### config.mk
export PLATFORM = sky130hd
export DESIGN_NAME = vbha_cfg
export DESIGN_NICKNAME = d
export VERILOG_FILES = /design/src/design/vbha_pkg.sv /design/src/design/vbha_cfg.sv
export SDC_FILE = /design/constraint.sdc
export NUM_CORES = 1
export LEC_CHECK = 0
export ABC_AREA = 1
export BUFFER_PORTS_ARGS = -buffer_cell sky130_fd_sc_hd__buf_4
export CELL_PAD_IN_SITES_DETAIL_PLACEMENT = 1
export CELL_PAD_IN_SITES_GLOBAL_PLACEMENT = 2
export CORE_UTILIZATION = 25
export DETAILED_ROUTE_END_ITERATION = 8
export PLACE_DENSITY_LB_ADDON = 0.1
export REMOVE_ABC_BUFFERS = 1
export SYNTH_ARGS = -nofsm -noshare
export SYNTH_HDL_FRONTEND = slang
export SYNTH_SLANG_ARGS = --single-unit
### constraint.sdc
create_clock -name i_clk -period 1.1 [get_ports i_clk]
set_input_delay 0 -clock i_clk [delete_from_list [all_inputs] [get_ports i_clk]]
set_output_delay 0 -clock i_clk [all_outputs]
set_load 0.01 [all_outputs]
### src/design/vbha_pkg.sv
// ---------------------------------------------------------------------------
// vbha_pkg
// Shared types, codes and defaults for the voxel box histogram block.
// ---------------------------------------------------------------------------
package vbha_pkg;

    localparam int MAX_DIVISIONS_DEF = 16;
    localparam int COUNT_BITS_DEF    = 16;
    localparam int CFG_AW            = 5;

    localparam logic [1:0] ACT_ADD   = 2'd0;
    localparam logic [1:0] ACT_READ  = 2'd1;
    localparam logic [1:0] ACT_DENSE = 2'd2;
    localparam logic [1:0] ACT_CLEAR = 2'd3;

    localparam logic [2:0] REG_DIV   = 3'd0;
    localparam logic [2:0] REG_ORG_X = 3'd1;
    localparam logic [2:0] REG_ORG_Y = 3'd2;
    localparam logic [2:0] REG_ORG_Z = 3'd3;
    localparam logic [2:0] REG_CS_X  = 3'd4;
    localparam logic [2:0] REG_CS_Y  = 3'd5;
    localparam logic [2:0] REG_CS_Z  = 3'd6;

    typedef struct packed {
        logic [1:0]         action;
        logic signed [31:0] box_min_x;
        logic signed [31:0] box_min_y;
        logic signed [31:0] box_min_z;
        logic signed [31:0] box_max_x;
        logic signed [31:0] box_max_y;
        logic signed [31:0] box_max_z;
        logic [3:0]         read_x;
        logic [3:0]         read_y;
        logic [3:0]         read_z;
    } t_in_item;

    typedef struct packed {
        logic [15:0]        cell_count;
        logic [3:0]         cell_ix;
        logic [3:0]         cell_iy;
        logic [3:0]         cell_iz;
        logic signed [31:0] region_lo_x;
        logic signed [31:0] region_lo_y;
        logic signed [31:0] region_lo_z;
        logic signed [31:0] region_hi_x;
        logic signed [31:0] region_hi_y;
        logic signed [31:0] region_hi_z;
    } t_out_item;

    typedef struct packed {
        logic [4:0]         grid_divisions;
        logic signed [31:0] origin_x;
        logic signed [31:0] origin_y;
        logic signed [31:0] origin_z;
        logic [30:0]        cell_size_x;
        logic [30:0]        cell_size_y;
        logic [30:0]        cell_size_z;
    } t_cfg;

endpackage

### src/design/vbha_cfg.sv
// ---------------------------------------------------------------------------
// vbha_cfg
// APB register file for grid divisions, origin and cell size.
// ---------------------------------------------------------------------------
module vbha_cfg (
    input  logic                       i_clk,
    input  logic                       i_rst_n,
    input  logic                       psel,
    input  logic                       penable,
    input  logic                       pwrite,
    input  logic [vbha_pkg::CFG_AW-1:0] paddr,
    input  logic [31:0]                pwdata,
    output logic [31:0]                prdata,
    output logic                       pready,
    output vbha_pkg::t_cfg             o_cfg
);

    vbha_pkg::t_cfg r_cfg;
    logic [2:0]     reg_idx;

    assign reg_idx = paddr[4:2];
    assign pready  = 1'b1;

    always_ff @(posedge i_clk) begin
        if (!i_rst_n) begin
            r_cfg.grid_divisions <= 5'd1;
            r_cfg.origin_x       <= '0;
            r_cfg.origin_y       <= '0;
            r_cfg.origin_z       <= '0;
            r_cfg.cell_size_x    <= 31'd65536;
            r_cfg.cell_size_y    <= 31'd65536;
            r_cfg.cell_size_z    <= 31'd65536;
        end else if (psel && penable && pwrite && (paddr[1:0] == 2'b00)) begin
            case (reg_idx)
                vbha_pkg::REG_DIV:   r_cfg.grid_divisions <= pwdata[4:0];
                vbha_pkg::REG_ORG_X: r_cfg.origin_x       <= pwdata;
                vbha_pkg::REG_ORG_Y: r_cfg.origin_y       <= pwdata;
                vbha_pkg::REG_ORG_Z: r_cfg.origin_z       <= pwdata;
                vbha_pkg::REG_CS_X:  r_cfg.cell_size_x    <= pwdata[30:0];
                vbha_pkg::REG_CS_Y:  r_cfg.cell_size_y    <= pwdata[30:0];
                vbha_pkg::REG_CS_Z:  r_cfg.cell_size_z    <= pwdata[30:0];
                default: ;
            endcase
        end
    end

    always_comb begin
        prdata = '0;
        if (paddr[1:0] == 2'b00) begin
            case (reg_idx)
                vbha_pkg::REG_DIV:   prdata = {27'd0, r_cfg.grid_divisions};
                vbha_pkg::REG_ORG_X: prdata = r_cfg.origin_x;
                vbha_pkg::REG_ORG_Y: prdata = r_cfg.origin_y;
                vbha_pkg::REG_ORG_Z: prdata = r_cfg.origin_z;
                vbha_pkg::REG_CS_X:  prdata = {1'b0, r_cfg.cell_size_x};
                vbha_pkg::REG_CS_Y:  prdata = {1'b0, r_cfg.cell_size_y};
                vbha_pkg::REG_CS_Z:  prdata = {1'b0, r_cfg.cell_size_z};
                default:             prdata = '0;
            endcase
        end
    end

    assign o_cfg = r_cfg;

endmodule
Word level (Yosys, flattened, before mapping)
Cells that the tools add are included.

Flip-flop bits (word level): 194. Input port bits: 42. Output and inout bits: 227. Word-level logic and storage cells: 27.

Eq/ne operators: 6. Reductions and logical operators: 12. Mux-type cells: 2.

Operators with widths (number): $pmux 32 s7 (1); $mux 32 (1); $reduce_and 2->1 (7); $eq 3x3->1 const B (3); $eq 3x2->1 const B (2); $eq 3x1->1 const B (1); $logic_and 1x1->1 (3); $logic_not 3->1 (1); $logic_not 2->1 (1).

Longest topological paths before layout
Depth in word-level cells: 4. Depth in mapped cells: 9. Mapped depth without buffers: 7.

Worst setup path after synthesis
OpenSTA, ideal clock, no wires.

Path kind: input port to flip-flop. Start point: input port paddr[3] (netlist name). End point: register r_cfg, in the netlist o_cfg[157]. Path slack: 0.037 ns. Required time: 0.984 ns. Stages on the path: 8. Path buffers: 2. Arrival: 0.948 ns. Library setup time: 0.116 ns. Cells stage by stage: buf_4 > inv_2 > nand3_2 > inv_1 > nand2_1 > clkbuf_1 > o21ai_0 > nor2_1.

Cells in the longest elaborated chain, start to end: 2.

RTL lines: start, declared (RTL line vbha_cfg.sv:11) `input logic [vbha_pkg::CFG_AW-1:0] paddr,`; $eq 3x1->1 (RTL line vbha_cfg.sv:34) `case (reg_idx)`; $reduce_and 2->1 (no line); end, declared (RTL line vbha_cfg.sv:18) `vbha_pkg::t_cfg r_cfg;`.

No other way between the ends. A chain may end at the register's enable or synchronous reset.

Final worst setup path
Start point: register r_cfg, in the netlist o_cfg[28]. End point: output port prdata[28].

Cells in the longest elaborated chain, start to end: 2.

RTL lines: $pmux 32 s7 (RTL line vbha_cfg.sv:50) `case (reg_idx)`; $mux 32 (RTL line vbha_cfg.sv:49) `if (paddr[1:0] == 2'b00) begin`; end, declared (RTL line vbha_cfg.sv:13) `output logic [31:0] prdata,`.

No other way between the ends.

==> flow_summary.ini <==
[timing]
maxSlewHeadroom = 0.559
setup_tns_ps = -6410
min_period_ps = 1380
drv_slew = 0
worst_slew_pin_slew_ps = 661
clock.fmax_mhz = 722
clock_skew_ps = 0
setup_viol = 32
post-route-period-util = 1.26
final-hold-violation-count = 0
finalWorstSetupSlack_ps = -285
rsz0062_at_grt = yes

[power_and_ir_drop]
leakagePower_nw = 7.05
max-vdd-ir-drop_mv = 1.13
power.density_nw_per_um2 = 1020

[floorplan]
die_w_um = 196
die_y_um = 196
row_count = 70
dieArea_um2 = 38600
initial_core_util = 0.256
io_pins = 269
design.core.area_um2 = 36900

[routing]
wl_per_cell_um = 20.0
drt-vias-per-instance = 4.87
wl_um = 47700
drc = 0
drt_pass1_iterations = 5
ant_nets = 0
dr_total_vias = 11600
initialDrtViolationCount = 434

[logic_synthesis]
yosys.area.top_type = dfxtp_1
yosys-top-cells-area = dfxtp_1, nor2_1, nand4_1
netlist_instances = 1449
postSynthAreaPerCell_um2 = 6.52
yosysSeqAreaShare = 0.411
ys_warn_count = 0
synth_top_area_share = 0.411
ys_seq_elements = 194
synthDistinctLibCells = 22
syn_area_um2 = 9450

[worst_setup_path]
critPathKind = reg2out
reg2reg_from = o_cfg[179]$_SDFFE_PN0P_
crit_slowest_cell = dfxtp_2
cp.required_ps = 1100
reg2reg_depth = 4
startpoint = o_cfg[28]$_SDFFE_PN0P_
endpoint = prdata[28]
reg2reg_to = o_cfg[179]$_SDFFE_PN0P_
startpoint_type = flop
critical_path_arrival_ps = 1380
path_cells = nand4_1 -> nand2_1 -> nor2_1 -> a21oi_2 -> buf_4
critPathMaxFanout = 2
endpoint_kind = output port
slowest_delay_ps = 330
r2r_slack_ps = 320

[clock_tree]
cts.sinks = 194
clkLatencyLatePin_ps = 450
numCtsBuffers = 17
cts_tree = yes
clockRootBuffer = clkbuf_16
clkTransAtPathRegs_ps = 70
cts_max_level = 4
cts.path.max_buffers = 2

[global_routing]
grt_use_met3 = 0.0388
grt.total_usage = 0.246
top_usage_layer = met2
gr-total-overflow = 0
grt_max_degree = 90
grt_pass1_wl_um = 71400
met2_usage = 0.420
antenna_found_initial = 0
grtUsageMet1 = 0.322
grt_pass1_vias = 11500

[place]
dp_hpwl_um = 31900
placed_area_um2 = 13200
gp_congestion = 0.774
port_buffers = 267
post-place-ws_ps = -338

[cells_and_area]
post-route-cell-area_um2 = 15100
largest_reg_flops = 194
antenna_cells = 0
syn_to_final_growth_pct = 60.0
fin_nets = 1911
drive_above_1_share = 0.395
fillers = 4617

[min_path]
hp-class = in2reg

[status]
status = complete, but fails checks
violations = setup timing

[flow_run]
maxCapViolations = 0
-- worst max-delay path: cells and delay by family (launching register included) --
family / cells / cell delay (ps)
flip-flops: 1 / 330
AND/OR/NAND/NOR: 3 / 230
AO/OA/AOI/OAI: 1 / 200
buffers and inverters: 1 / 160
-- final cells by class --
cell class	instances	area, um2	share of cell area
sequential	194	4110	0.272
clock buffer	24	512	0.0338
clock inverter	5	75.1	0.00496
inverter	76	288	0.0190
tap	504	631	0.0417
multi-input combinational	1049	4840	0.320
timing repair buffer	531	4670	0.309
-- Yosys cell counts --
library cell  instances
nor2_1              423
nand2_1             205
dfxtp_1             194
nand4_1             150
nand3_1             131
o21ai_0              98
inv_1                67
clkbuf_1             51
buf_2                40
a21oi_1              31
buf_1                24
buf_4                15
inv_2                 9
nand3b_1              2
nor3_2                2
and2_1                1
conb_1                1
nand3_2               1
nor2_2                1
nor3_1                1
nor3_4                1
o211ai_1              1
-- cell usage in the layout, fill, tap and decap left out, types with 2 or more instances in the layout --
cell type,n
buf_4,441
nor2_1,412
nand2_1,193
dfxtp_2,152
nand4_1,150
nand3_1,128
o21ai_0,98
inv_1,65
buf_12,44
dfxtp_1,33
dlygate4sd3_1,32
a21oi_1,19
clkbuf_16,17
buf_6,13
nand2_2,12
a21oi_2,12
inv_2,10
dfxtp_4,9
nor2_2,8
clkbuf_8,6
nor2_4,4
nand3_2,4
nor3_4,3
clkinv_2,3
nand3b_1,2
bufinv_16,2
-- what timing repair did --
item | CTS | global route
pin swaps | 67 | 58
gates resized for setup | 172 | 49
hold buffers | 32 | 0
buffers inserted | 66 | 19
setup endpoints to repair | 32 | 35
gates cloned | 0 | 0
endpoints found under the hold margin | 194 | 0
-- metrics by stage --
step / hold WS (ps) / util / cells / power (W)
6_report: 75.8 / 0.410 / 2383 / 0.0154
5_1_grt: 83.3 / 0.410 / 2383 / 0.0159
4_1_cts: 48.4 / 0.403 / 2364 / 0.0156
3_5_place_dp: 276 / 0.358 / 2237 / 0.00887
3_3_place_gp: 271 / 0.358 / 2237 / 0.00886
2_1_floorplan: 84.1 / - / 1319 / 0.00767
-- how the worst min path moves through the flow --
stage / start / to / cells past startpoint
after global placement: pwdata[16] / o_cfg[47]$_SDFFE_PN1P_ / 3
after CTS: i_rst_n / o_cfg[78]$_SDFFE_PN1P_ / 3
after floorplan: i_rst_n / o_cfg[16]$_SDFFE_PN1P_ / 1
after global routing: i_rst_n / o_cfg[78]$_SDFFE_PN1P_ / 3
after detailed placement: pwdata[16] / o_cfg[47]$_SDFFE_PN1P_ / 3
final: i_rst_n / o_cfg[50]$_SDFFE_PN0P_ / 4
-- layer usage --
metal  wire length [um]  part of all wire  vias up
met5                  0                 0        -
met4                657             0.014        0
met3               1960             0.041       37
met2              23100              0.48      229
met1              22000              0.46     5750
li1                   -                 -     5600
-- cell families after synthesis --
logic type / count (synthesis) / share of synthesized area
flip-flops: 194 / 0.411
AO/OA/AOI/OAI: 130 / 0.0691
buffers and inverters: 206 / 0.0931
other: 1 / 0.000397
AND/OR/NAND/NOR: 918 / 0.426
-- where the power goes --
part / total, W / switching, W / internal [W]
combinational: 0.00176 / 0.00108 / 0.000683
clock: 0.00658 / 0.00291 / 0.00367
sequential: 0.00704 / 0.0000203 / 0.00702
total: 0.0154 / 0.00401 / 0.0114
Power figures use the tool's default switching activity.
