File: config.mk
export PLATFORM = sky130hd
export DESIGN_NAME = vbha_div
export DESIGN_NICKNAME = d
export VERILOG_FILES = /design/src/design/vbha_div.sv
export SDC_FILE = /design/constraint.sdc
export NUM_CORES = 1
export LEC_CHECK = 0
export BUFFER_PORTS_ARGS = -buffer_cell sky130_fd_sc_hd__buf_2
export CAP_MARGIN = 15
export CORE_MARGIN = 2
export CORE_UTILIZATION = 63
export DETAILED_ROUTE_END_ITERATION = 8
export PLACE_DENSITY = 0.95
export SKIP_LAST_GASP = 1
export SLEW_MARGIN = 20
export SYNTH_ARGS = -nofsm -noshare
export SYNTH_HDL_FRONTEND = slang
export SYNTH_SLANG_ARGS = --single-unit
File: constraint.sdc
create_clock -name i_clk -period 17.56 [get_ports i_clk]
set_clock_uncertainty 0.15 [all_clocks]
set_input_delay 5.268 -clock i_clk [delete_from_list [all_inputs] [get_ports i_clk]]
set_output_delay 5.268 -clock i_clk [all_outputs]
set_load 0.1 [all_outputs]
File: src/design/vbha_div.sv
// ---------------------------------------------------------------------------
// vbha_div
// Clamped cell index divider: one quotient bit per cycle, saturating early.
// ---------------------------------------------------------------------------
module vbha_div #(
    parameter int IW = 4
) (
    input  logic              i_clk,
    input  logic              i_rst_n,
    input  logic              i_start,
    input  logic signed [32:0] i_diff,
    input  logic [30:0]       i_size,
    input  logic [IW-1:0]     i_qmax,
    output logic              o_done,
    output logic [IW-1:0]     o_quot
);

    localparam int SW = $clog2(IW + 1);

    logic          r_busy;
    logic          r_done;
    logic [SW-1:0] r_step;
    logic [31:0]   r_rem;
    logic [IW-1:0] r_q;
    logic [IW-1:0] r_quot;

    logic [39:0]   shifted;
    logic          ge;
    logic [IW-1:0] q_new;
    logic [IW-1:0] q_clamp;

    assign shifted = {9'd0, i_size} << r_step;
    assign ge      = {8'd0, r_rem} >= shifted;
    assign q_new   = ge ? (r_q | (IW'(1) << r_step)) : r_q;
    assign q_clamp = (q_new > i_qmax) ? i_qmax : q_new;

    always_ff @(posedge i_clk) begin
        if (!i_rst_n) begin
            r_busy <= 1'b0;
            r_done <= 1'b0;
        end else begin
            r_done <= 1'b0;
            if (i_start) begin
                if (i_diff[32]) begin
                    r_quot <= '0;
                    r_done <= 1'b1;
                end else begin
                    r_rem  <= i_diff[31:0];
                    r_step <= SW'(IW);
                    r_q    <= '0;
                    r_busy <= 1'b1;
                end
            end else if (r_busy) begin
                if (r_step == SW'(IW)) begin
                    if (ge) begin
                        r_quot <= i_qmax;
                        r_done <= 1'b1;
                        r_busy <= 1'b0;
                    end else begin
                        r_step <= r_step - 1'b1;
                    end
                end else begin
                    if (ge) begin
                        r_rem <= r_rem - shifted[31:0];
                    end
                    r_q <= q_new;
                    if (r_step == '0) begin
                        r_quot <= q_clamp;
                        r_done <= 1'b1;
                        r_busy <= 1'b0;
                    end else begin
                        r_step <= r_step - 1'b1;
                    end
                end
            end
        end
    end

    assign o_done = r_done;
    assign o_quot = r_quot;

endmodule

* After elaboration in Yosys (flattened, before gate mapping)
Cells that the tools add are included.
Word-level totals: word-level logic and storage cells 63, register bits after elaboration 45, output and inout bits 5
Operators by class: bitwise logic cells 1, add/subtract/negate cells 2, muxes and demuxes 35, shifts and indexed selects 2, $lt $le $gt $ge 2, equal/unequal tests 7, reduce and logical (&&, ||, !) cells 8
Operators by type and width (number):
- $mux W32 | 5
- $mux W4 | 12
- $ge A32 B40 Y1 | 1
- $shl A31 B3 Y40 | 1
- $sub A32 B32 Y32 | 1
- $mux W3 | 6
- $reduce_and A5 Y1 | 3
- $mux W1 | 12
- $ne A3 B3 Y1 const B | 3
- $gt A4 B4 Y1 | 1
- $ne A2 B2 Y1 const B | 2
- $or A4 B4 Y4 | 1
- $reduce_and A4 Y1 | 1
- $reduce_bool A2 Y1 | 2
- $shl A1 B3 Y4 const A | 1
- $eq A3 B3 Y1 const B | 1
- $logic_not A3 Y1 | 1
- $reduce_bool A3 Y1 | 1
- $sub A3 B1 Y3 const B | 1
- $ne A2 B1 Y1 const B | 1

* Depth between registers and ports, before layout
Gate-level depths: netlist of the first run.
depth in word-level cells 9, mapped depth 24

* Worst setup path after synthesis of the first run
Ideal clock, no wire load.
path kind in2reg, start input i_size[4], end register r_rem[0] (enable), setup time 461 ps, stages 12, path buffers 1, data arrival time 9512 ps, slack 7437 ps, cell sequence mux4_2 -> mux2i_1 -> ha_1 -> clkbuf_2 -> nand4_1 -> a211oi_1 -> o2111ai_1 -> nand3_2 -> a211oi_2 -> o31ai_4 -> a21oi_1 -> nor3_1
Between the ends: cells in the longest elaborated chain, start to end 4
RTL lines:
- from (decl) | RTL line 12 | input logic [30:0] i_size,
- $shl A31 B3 Y40 | RTL line 32 | assign shifted = {9'd0, i_size} << r_step;
- $ge A32 B40 Y1 | RTL line 33 | assign ge = {8'd0, r_rem} >= shifted;
- $reduce_bool A2 Y1 (no source line)
- $reduce_and A5 Y1 (no source line)
- to (signal assigned) | RTL line 48 | r_rem <= i_diff[31:0];
- to (signal assigned) | RTL line 64 | r_rem <= r_rem - shifted[31:0];
- to (decl) | RTL line 23 | logic [31:0] r_rem;
No other way between the ends. A chain may end at the register's enable or synchronous reset.

* Final worst setup path of the first run
start input i_size[5], end register r_quot[2], in the netlist o_quot[2], data pin
Between the ends: cells in the longest elaborated chain, start to end 9
RTL lines:
- $shl A31 B3 Y40 | RTL line 32
- $ge A32 B40 Y1 | RTL line 33
- $mux W4 | RTL line 34 | assign q_new = ge ? (r_q | (IW'(1) << r_step)) : r_q;
- via q_new[1] | RTL line 29 | logic [IW-1:0] q_new;
- $gt A4 B4 Y1 | RTL line 35 | assign q_clamp = (q_new > i_qmax) ? i_qmax : q_new;
- $mux W4 | RTL line 35
- $mux W4 | RTL line 67 | if (r_step == '0) begin
- $mux W4 | RTL line 54 | if (r_step == SW'(IW)) begin
- $mux W4 | RTL line 53 | end else if (r_busy) begin
- $mux W4 | RTL line 43 | if (i_start) begin
- to (signal assigned) | RTL line 56 | r_quot <= i_qmax;
- to (signal assigned) | RTL line 68 | r_quot <= q_clamp;
- to (decl) | RTL line 25 | logic [IW-1:0] r_quot;
The timed path passes the listed nets, and every way through them passes these cells. The select of a mux whose other input is x is not followed.

==> results.yml, run 1 <==
floorplanning:
  core_sq_um: 7607
  die_w_um: 91.95
  fp.dieH_um: 91.95
  ios: 76
  start_util: 0.6406
  dieArea_sq_um: 8455
  num_rows: 32
finish:
  drive_gt1_frac: 0.2238
  multiInputGateArea_sq_um: 3328
  insertedDiodeCount: 0
  regArea_sq_um: 1331
  fillers: 575
  area_growth_pct: 10.40
  finalNetCount: 693
setup_path:
  crit-reg2reg-capture: "o_quot[2]$_SDFFCE_PP0P_"
  crit_type: "primary input to flop"
  critical_path_arrival_ns: 9.75
  crit_path_end_kind: "flop"
  crit_chain: "buf_2, nor2b_1, a211oi_1, a21oi_1, a21oi_1, ha_1, a21oi_1, o21ai_0, o2111ai_1, nand3_2, a211oi_2, o31ai_4, a31oi_1, inv_1, ha_1, nor2b_1, o21ai_0, nand2b_1, a21oi_1, a41oi_1, a21oi_1, o21ai_0, a21oi_1"
  cp_data_required_time_ns: 17.59
  worst-path-max-fanout: 8
  ff2ff_path_depth: 21
  rrSetupSlack_ns: 11.36
  cpMostUsedCell: "a21oi_1"
  start_kind: "primary input"
  slowest_stage: "a21oi_1"
  r2r-start: "r_step[0]$_SDFFCE_PP0P_"
  max_stage_delay_ns: 0.41
global_routing:
  grt_pass1_vias: 4508
  grt_usage: 0.3036
  grt_max_degree: 73
  antenna_found_initial: 0
  grt_pass1_wl_um: 20800
  gr-total-overflow: 0
timing:
  post-route-period-util: 0.5532
  timing.fmax_mhz: 102.9
  setup_viol: 0
  setup_slack_ns: 7.845
  relSlewSlack: 0.3596
  final_max_slew_viol_count: 0
  rsz0062_at_grt: "false"
  worst_slew_pin_slew_ns: 0.9606
  finalCriticalPeriod_ns: 9.715
  timing.hold.ws_ns: 0.4287
  hold_viol: 0
  tns_ns: 0
yosys:
  synth_xor_xnor_area_share: 0.03774
  synth.cell_area_sq_um: 4873
  synthMuxAreaShare: 0.1810
  synth_warnings: 0
  netlist_instances: 521
  synth_compound_area_frac: 0.2154
  synth_area_per_cell_sq_um: 9.354
  yosysMostFrequentCell: "nand2_1"
  yosys-top-cells-count: "nand2_1, edfxtp_1, a21oi_1"
  synthSimpleGateAreaFrac: 0.1384
  yosysTopAreaCellShare: 0.2650
  ys_types: 63
  synth_top_family_by_area: "compound AO/OA/AOI/OAI gates"
  async_flop_share: 0
  yosysSeqAreaShare: 0.2732
  ys_seq_elements: 45
  synth_top_cell_by_area: "edfxtp_1"
  syn-num-nets: 634
  synth-adder-area-share: 0.1094
  synth_ff_type: "edfxtp_1"
  ys_top_cells_by_area: "edfxtp_1, mux4_2, ha_1, mux2i_1, a21oi_1"
  synth-edff-count: 43
pwr:
  irDropWorstVdd_mv: 0.03477
  switchingPower_w: 0.0001387
  seqPwrFrac: 0.357
  p_clk_frac: 0.194
  finalPower_w: 0.0003599
  p_leak_nw: 2.279
  powerDensity_nw_per_um2: 66.89
  p_comb_frac: 0.449
  p_int_w: 0.0002211
  swShare: 0.3855
placed_design:
  place.gp.congestion: 0.9966
  hpwl_um: 9373
  dp_slack_ns: 7.678
  port_buffers: 75
clocking:
  h-tree-depth: 2
  tritoncts: "yes"
  root_buffer: "clkbuf_8"
  post_cts_buffers: 0
  clk-insertion-delay-late_ns: 0.32
  cts.sinks: 45
  clk_pin_slew_worst_paths_ns: 0.10
  cts_hold_buf: 0
  ctsLongestPathBuffers: 2
  cts_buffers: 5
  ctsResizeCount: 0
routing:
  routed_wl_um: 12310
  wl_per_cell_um: 18.02
  via_per_inst: 6.558
  drt_iter0_markers: 337
  via_count: 4479
  drc: 0
  antenna_left: 0
  dr.pass1.iters: 5
worst_hold_path:
  hold-path-cell-count: 2
  min_from: "r_busy$_SDFFE_PN0N_"
  holdCritPathClass: "flop to flop"
  min_to: "o_done$_SDFF_PN0_"
flow_run:
  cap_violations: 0
status:
  status: "complete, no violations"
==> kinds of logic (layout without fill, tap and decap cells) <==
family,after synthesis,in the layout
multiplexers,58,58
AO/OA/AOI/OAI,160,160
buffers and inverters,52,112
flip-flops,45,45
AND/OR/NAND/NOR,143,143
adder cells (fa/ha/maj),42,42
XOR/XNOR,21,21
==> placed cells by master (no fill, tap or decap), types with 3 or more instances in the layout <==
master / synthesis / final
a211oi_1: 8 / 8
a21o_1: 16 / 16
a21oi_1: 42 / 42
a31oi_1: 11 / 11
and3_1: 6 / 6
buf_2: 6 / 75
buf_4: 0 / 4
clkbuf_8: 0 / 5
edfxtp_1: 43 / 43
ha_1: 41 / 41
inv_1: 23 / 23
mux2i_1: 33 / 33
mux4_2: 24 / 24
nand2_1: 53 / 53
nand2b_1: 5 / 5
nand3_1: 11 / 11
nand4_1: 7 / 7
nor2_1: 30 / 30
nor2b_1: 7 / 7
nor3_1: 12 / 11
o211ai_1: 3 / 3
o21a_1: 4 / 4
o21ai_0: 41 / 41
o21ai_1: 3 / 3
o31ai_1: 5 / 5
xnor2_1: 12 / 12
xor2_1: 9 / 9
==> worst max path at each step <==
stage	start	end	depth (start not counted)
after floorplan	i_size[4]	r_rem[0]$_DFFE_PP_	12
after global placement	i_size[5]	o_quot[1]$_SDFFCE_PP0P_	23
after detailed placement	i_size[5]	o_quot[2]$_SDFFCE_PP0P_	23
after CTS	i_size[5]	o_quot[2]$_SDFFCE_PP0P_	23
after global routing	i_size[5]	o_quot[0]$_SDFFCE_PP0P_	23
final	i_size[5]	o_quot[2]$_SDFFCE_PP0P_	23
==> critical path: cells and delay by family <==
family	cells	cell delay [ns]
AOI/OAI and AO/OA	15	3.08
adders and majority gates	2	0.64
buffers and inverters	2	0.22
and+or+nand+nor	4	0.51
==> flip-flops by register name, summed over array words and instances, names as in the netlist <==
signal / flops
o_done: 1
r_rem: 32
r_step: 3
o_quot: 4
r_busy: 1
r_q: 4
==> routing by layer <==
metal  global-route usage  routed length, um  vias to the layer above
met1               0.3974               5137                     2089
met3              0.05752               1081                       35
met5                    0                  0                        -
li1                     -                  -                     2109
met4               0.1294                361                        0
met2               0.4951               5723                      246
==> power groups by stage <==
stage	clock [W]	sequential (W)	combinational [W]
2_1_floorplan	0	0.000132	0.000117
3_3_place_gp	0	0.000131	0.000150
3_5_place_dp	0	0.000131	0.000157
4_1_cts	0.0000711	0.000128	0.000158
5_1_grt	0.0000742	0.000129	0.000177
6_report	0.0000699	0.000129	0.000161
==> metrics by stage <==
step | cell area, sq um | utilization | instances
after floorplan | 4873 | - | 521
after global placement | 5286 | 0.6949 | 675
after detailed placement | 5286 | 0.6949 | 675
after CTS | 5380 | 0.7072 | 683
after global routing | 5380 | 0.7072 | 683
final | 5380 | 0.7072 | 683
==> final cells by class <==
type                            instances  share of cell area
Multi-Input combinational cell        424              0.6186
Clock inverter                          3            0.004651
Timing Repair Buffer                   79             0.07535
Inverter                               25             0.01744
Clock buffer                            5             0.01279
Tap cell                              102             0.02372
Sequential cell                        45              0.2474
No activity file was read; power rests on OpenSTA's default activity.
==> run 2: changes to the inputs <==
--- a/config.mk
+++ b/config.mk
@@ -8,9 +8,9 @@
 export BUFFER_PORTS_ARGS = -buffer_cell sky130_fd_sc_hd__buf_2
 export CAP_MARGIN = 15
 export CORE_MARGIN = 2
-export CORE_UTILIZATION = 63
+export CORE_UTILIZATION = 59
 export DETAILED_ROUTE_END_ITERATION = 8
-export PLACE_DENSITY = 0.95
+export PLACE_DENSITY = 0.93
 export SKIP_LAST_GASP = 1
 export SLEW_MARGIN = 20
 export SYNTH_ARGS = -nofsm -noshare
==> constraint.sdc (replaced) <==
create_clock -name i_clk -period 9.4 [get_ports i_clk]
set_clock_uncertainty 0.15 [all_clocks]
set_input_delay 2.82 -clock i_clk [delete_from_list [all_inputs] [get_ports i_clk]]
set_output_delay 2.82 -clock i_clk [all_outputs]
set_load 0.1 [all_outputs]
==> results.yml, run 2 (same netlist as run 1, synthesis figures left out) <==
floorplanning:
  die_w_um: 94.89
  ios: 76
  dieArea_sq_um: 9003
  fp.dieH_um: 94.89
  core_sq_um: 8093
  start_util: 0.6022
  num_rows: 33
clocking:
  ctsResizeCount: 0
  cts.sinks: 45
  cts_hold_buf: 0
  clk-insertion-delay-late_ns: 0.31
  h-tree-depth: 2
  root_buffer: "clkbuf_8"
  post_cts_buffers: 0
  clk_pin_slew_worst_paths_ns: 0.10
  tritoncts: "yes"
  ctsLongestPathBuffers: 2
  cts_buffers: 5
finish:
  largest_register_ffs: 32
  fin_cells: 687
  layout_commonest_cell: "buf_2"
  drive_gt1_frac: 0.2251
  final_cell_mix: "buf_2, nand2_1, edfxtp_1, a21oi_1"
  finalInstanceArea_sq_um: 5413
  area_growth_pct: 11.07
  insertedDiodeCount: 0
  finalNetCount: 694
  regMostFlops: "r_rem"
placed_design:
  hpwl_um: 9992
  port_buffers: 75
  dp.cells: 679
  dpl-instance-area_sq_um: 5298
  dp_slack_ns: 1.874
  place.gp.congestion: 0.9892
routing:
  routed_wl_um: 13010
  routed-wl-met2_um: 6250
  via_count: 4607
  routed.top_layer: "met4"
  wl_per_cell_um: 18.94
  m1WireLength_um: 5068
  via_per_inst: 6.706
  dr.pass1.iters: 6
  drc: 0
  antenna_left: 0
  drt_iter0_markers: 403
  wl_met3_um: 1188
pwr:
  p_comb_frac: 0.437
  p_leak_nw: 2.294
  seqPwrFrac: 0.340
  finalPower_w: 0.0007039
  powerDensity_nw_per_um2: 130.0
  p_clk_frac: 0.223
  p_int_w: 0.0004395
  swShare: 0.3756
  switchingPower_w: 0.0002643
  irDropWorstVdd_mv: 0.06854
status:
  status: "complete, no violations"
global_routing:
  grt_max_degree: 73
  grt_usage: 0.2967
  grt_pass1_vias: 4484
  antenna_found_initial: 0
  gr-total-overflow: 0
  grt_pass1_wl_um: 20900
setup_path:
  cp_data_required_time_ns: 9.42
  start_kind: "primary input"
  crit_path_end_kind: "flop"
  critical_path_arrival_ns: 7.41
  worst-path-max-fanout: 8
  crit_type: "primary input to flop"
timing:
  rsz0062_at_grt: "false"
  hold_viol: 0
  final_max_slew_viol_count: 0
  worst_slew_pin_slew_ns: 0.8797
  setup_viol: 0
  setup_slack_ns: 2.012
  timing.fmax_mhz: 135.4
  relSlewSlack: 0.4127
  finalCriticalPeriod_ns: 7.388
  tns_ns: 0
  post-route-period-util: 0.7859
flow_run:
  cap_violations: 0
worst_hold_path:
  holdCritPathClass: "flop to flop"
## run 2: changes by cell type in the layout (fill, tap and decap cells not counted)
cell,before,now
buf_4,4,5
bufinv_16,0,1
inv_6,1,0
## run 2: stage by stage
step | utilization | hold WS (ns)
after floorplan | - | 0.3749
after global placement | 0.6546 | 0.3946
after detailed placement | 0.6546 | 0.4129
after CTS | 0.6688 | 0.4271
after global routing | 0.6688 | 0.4724
final | 0.6688 | 0.4383
## run 2: layer usage
metal | vias to the layer above | GRT usage
li1 | 2102 | -
met1 | 2140 | 0.3810
met2 | 311 | 0.5000
met3 | 54 | 0.03990
met4 | 0 | 0.1316
met5 | - | 0
## run 2: cell type report
type / count / area [sq um]
multi-input combinational: 424 / 3328
inverter: 25 / 93.84
fill: 643 / 2680
sequential: 45 / 1331
clock inverter: 3 / 46.29
clock buffer: 5 / 68.82
tap: 105 / 131.4
timing repair buffer: 80 / 412.9
## run 2: final timing paths
path,cells after the start,slack [ns],start,endpoint
min,2,0.44,r_q[1]$_SDFFCE_PP0P_,r_q[1]$_SDFFCE_PP0P_
min reg2reg,2,0.44,r_q[1]$_SDFFCE_PP0P_,r_q[1]$_SDFFCE_PP0P_
max,21,2.01,i_size[8],o_quot[2]$_SDFFCE_PP0P_
max reg2reg,21,3.33,r_step[0]$_SDFFCE_PP0P_,o_quot[2]$_SDFFCE_PP0P_
## run 2: critical path, cell delays in order
cell and delay [ns]:
buf_2 0.12, mux4_2 0.51, mux2i_1 0.24, ha_1 0.33, and2_1 0.21, and3_1 0.22
o2111ai_1 0.18, nand3_2 0.19, a211oi_2 0.35, o31ai_4 0.14, a31oi_1 0.32, inv_1 0.09
ha_1 0.30, nor2b_1 0.13, o21ai_0 0.14, nand2b_1 0.07, a21oi_1 0.15, a41oi_1 0.06
a21oi_1 0.44, o21ai_0 0.20, a21oi_1 0.16
## run 2: power groups by stage
| stage | clock, W | sequential (W) | combinational, W |
|---|---|---|---|
| finish | 0.000157 | 0.000239 | 0.000307 |
| global route | 0.000166 | 0.000240 | 0.000335 |
| CTS | 0.000158 | 0.000239 | 0.000300 |
| detailed placement | 0 | 0.000244 | 0.000297 |
| global placement | 0 | 0.000243 | 0.000283 |
| floorplan | 0 | 0.000247 | 0.000219 |
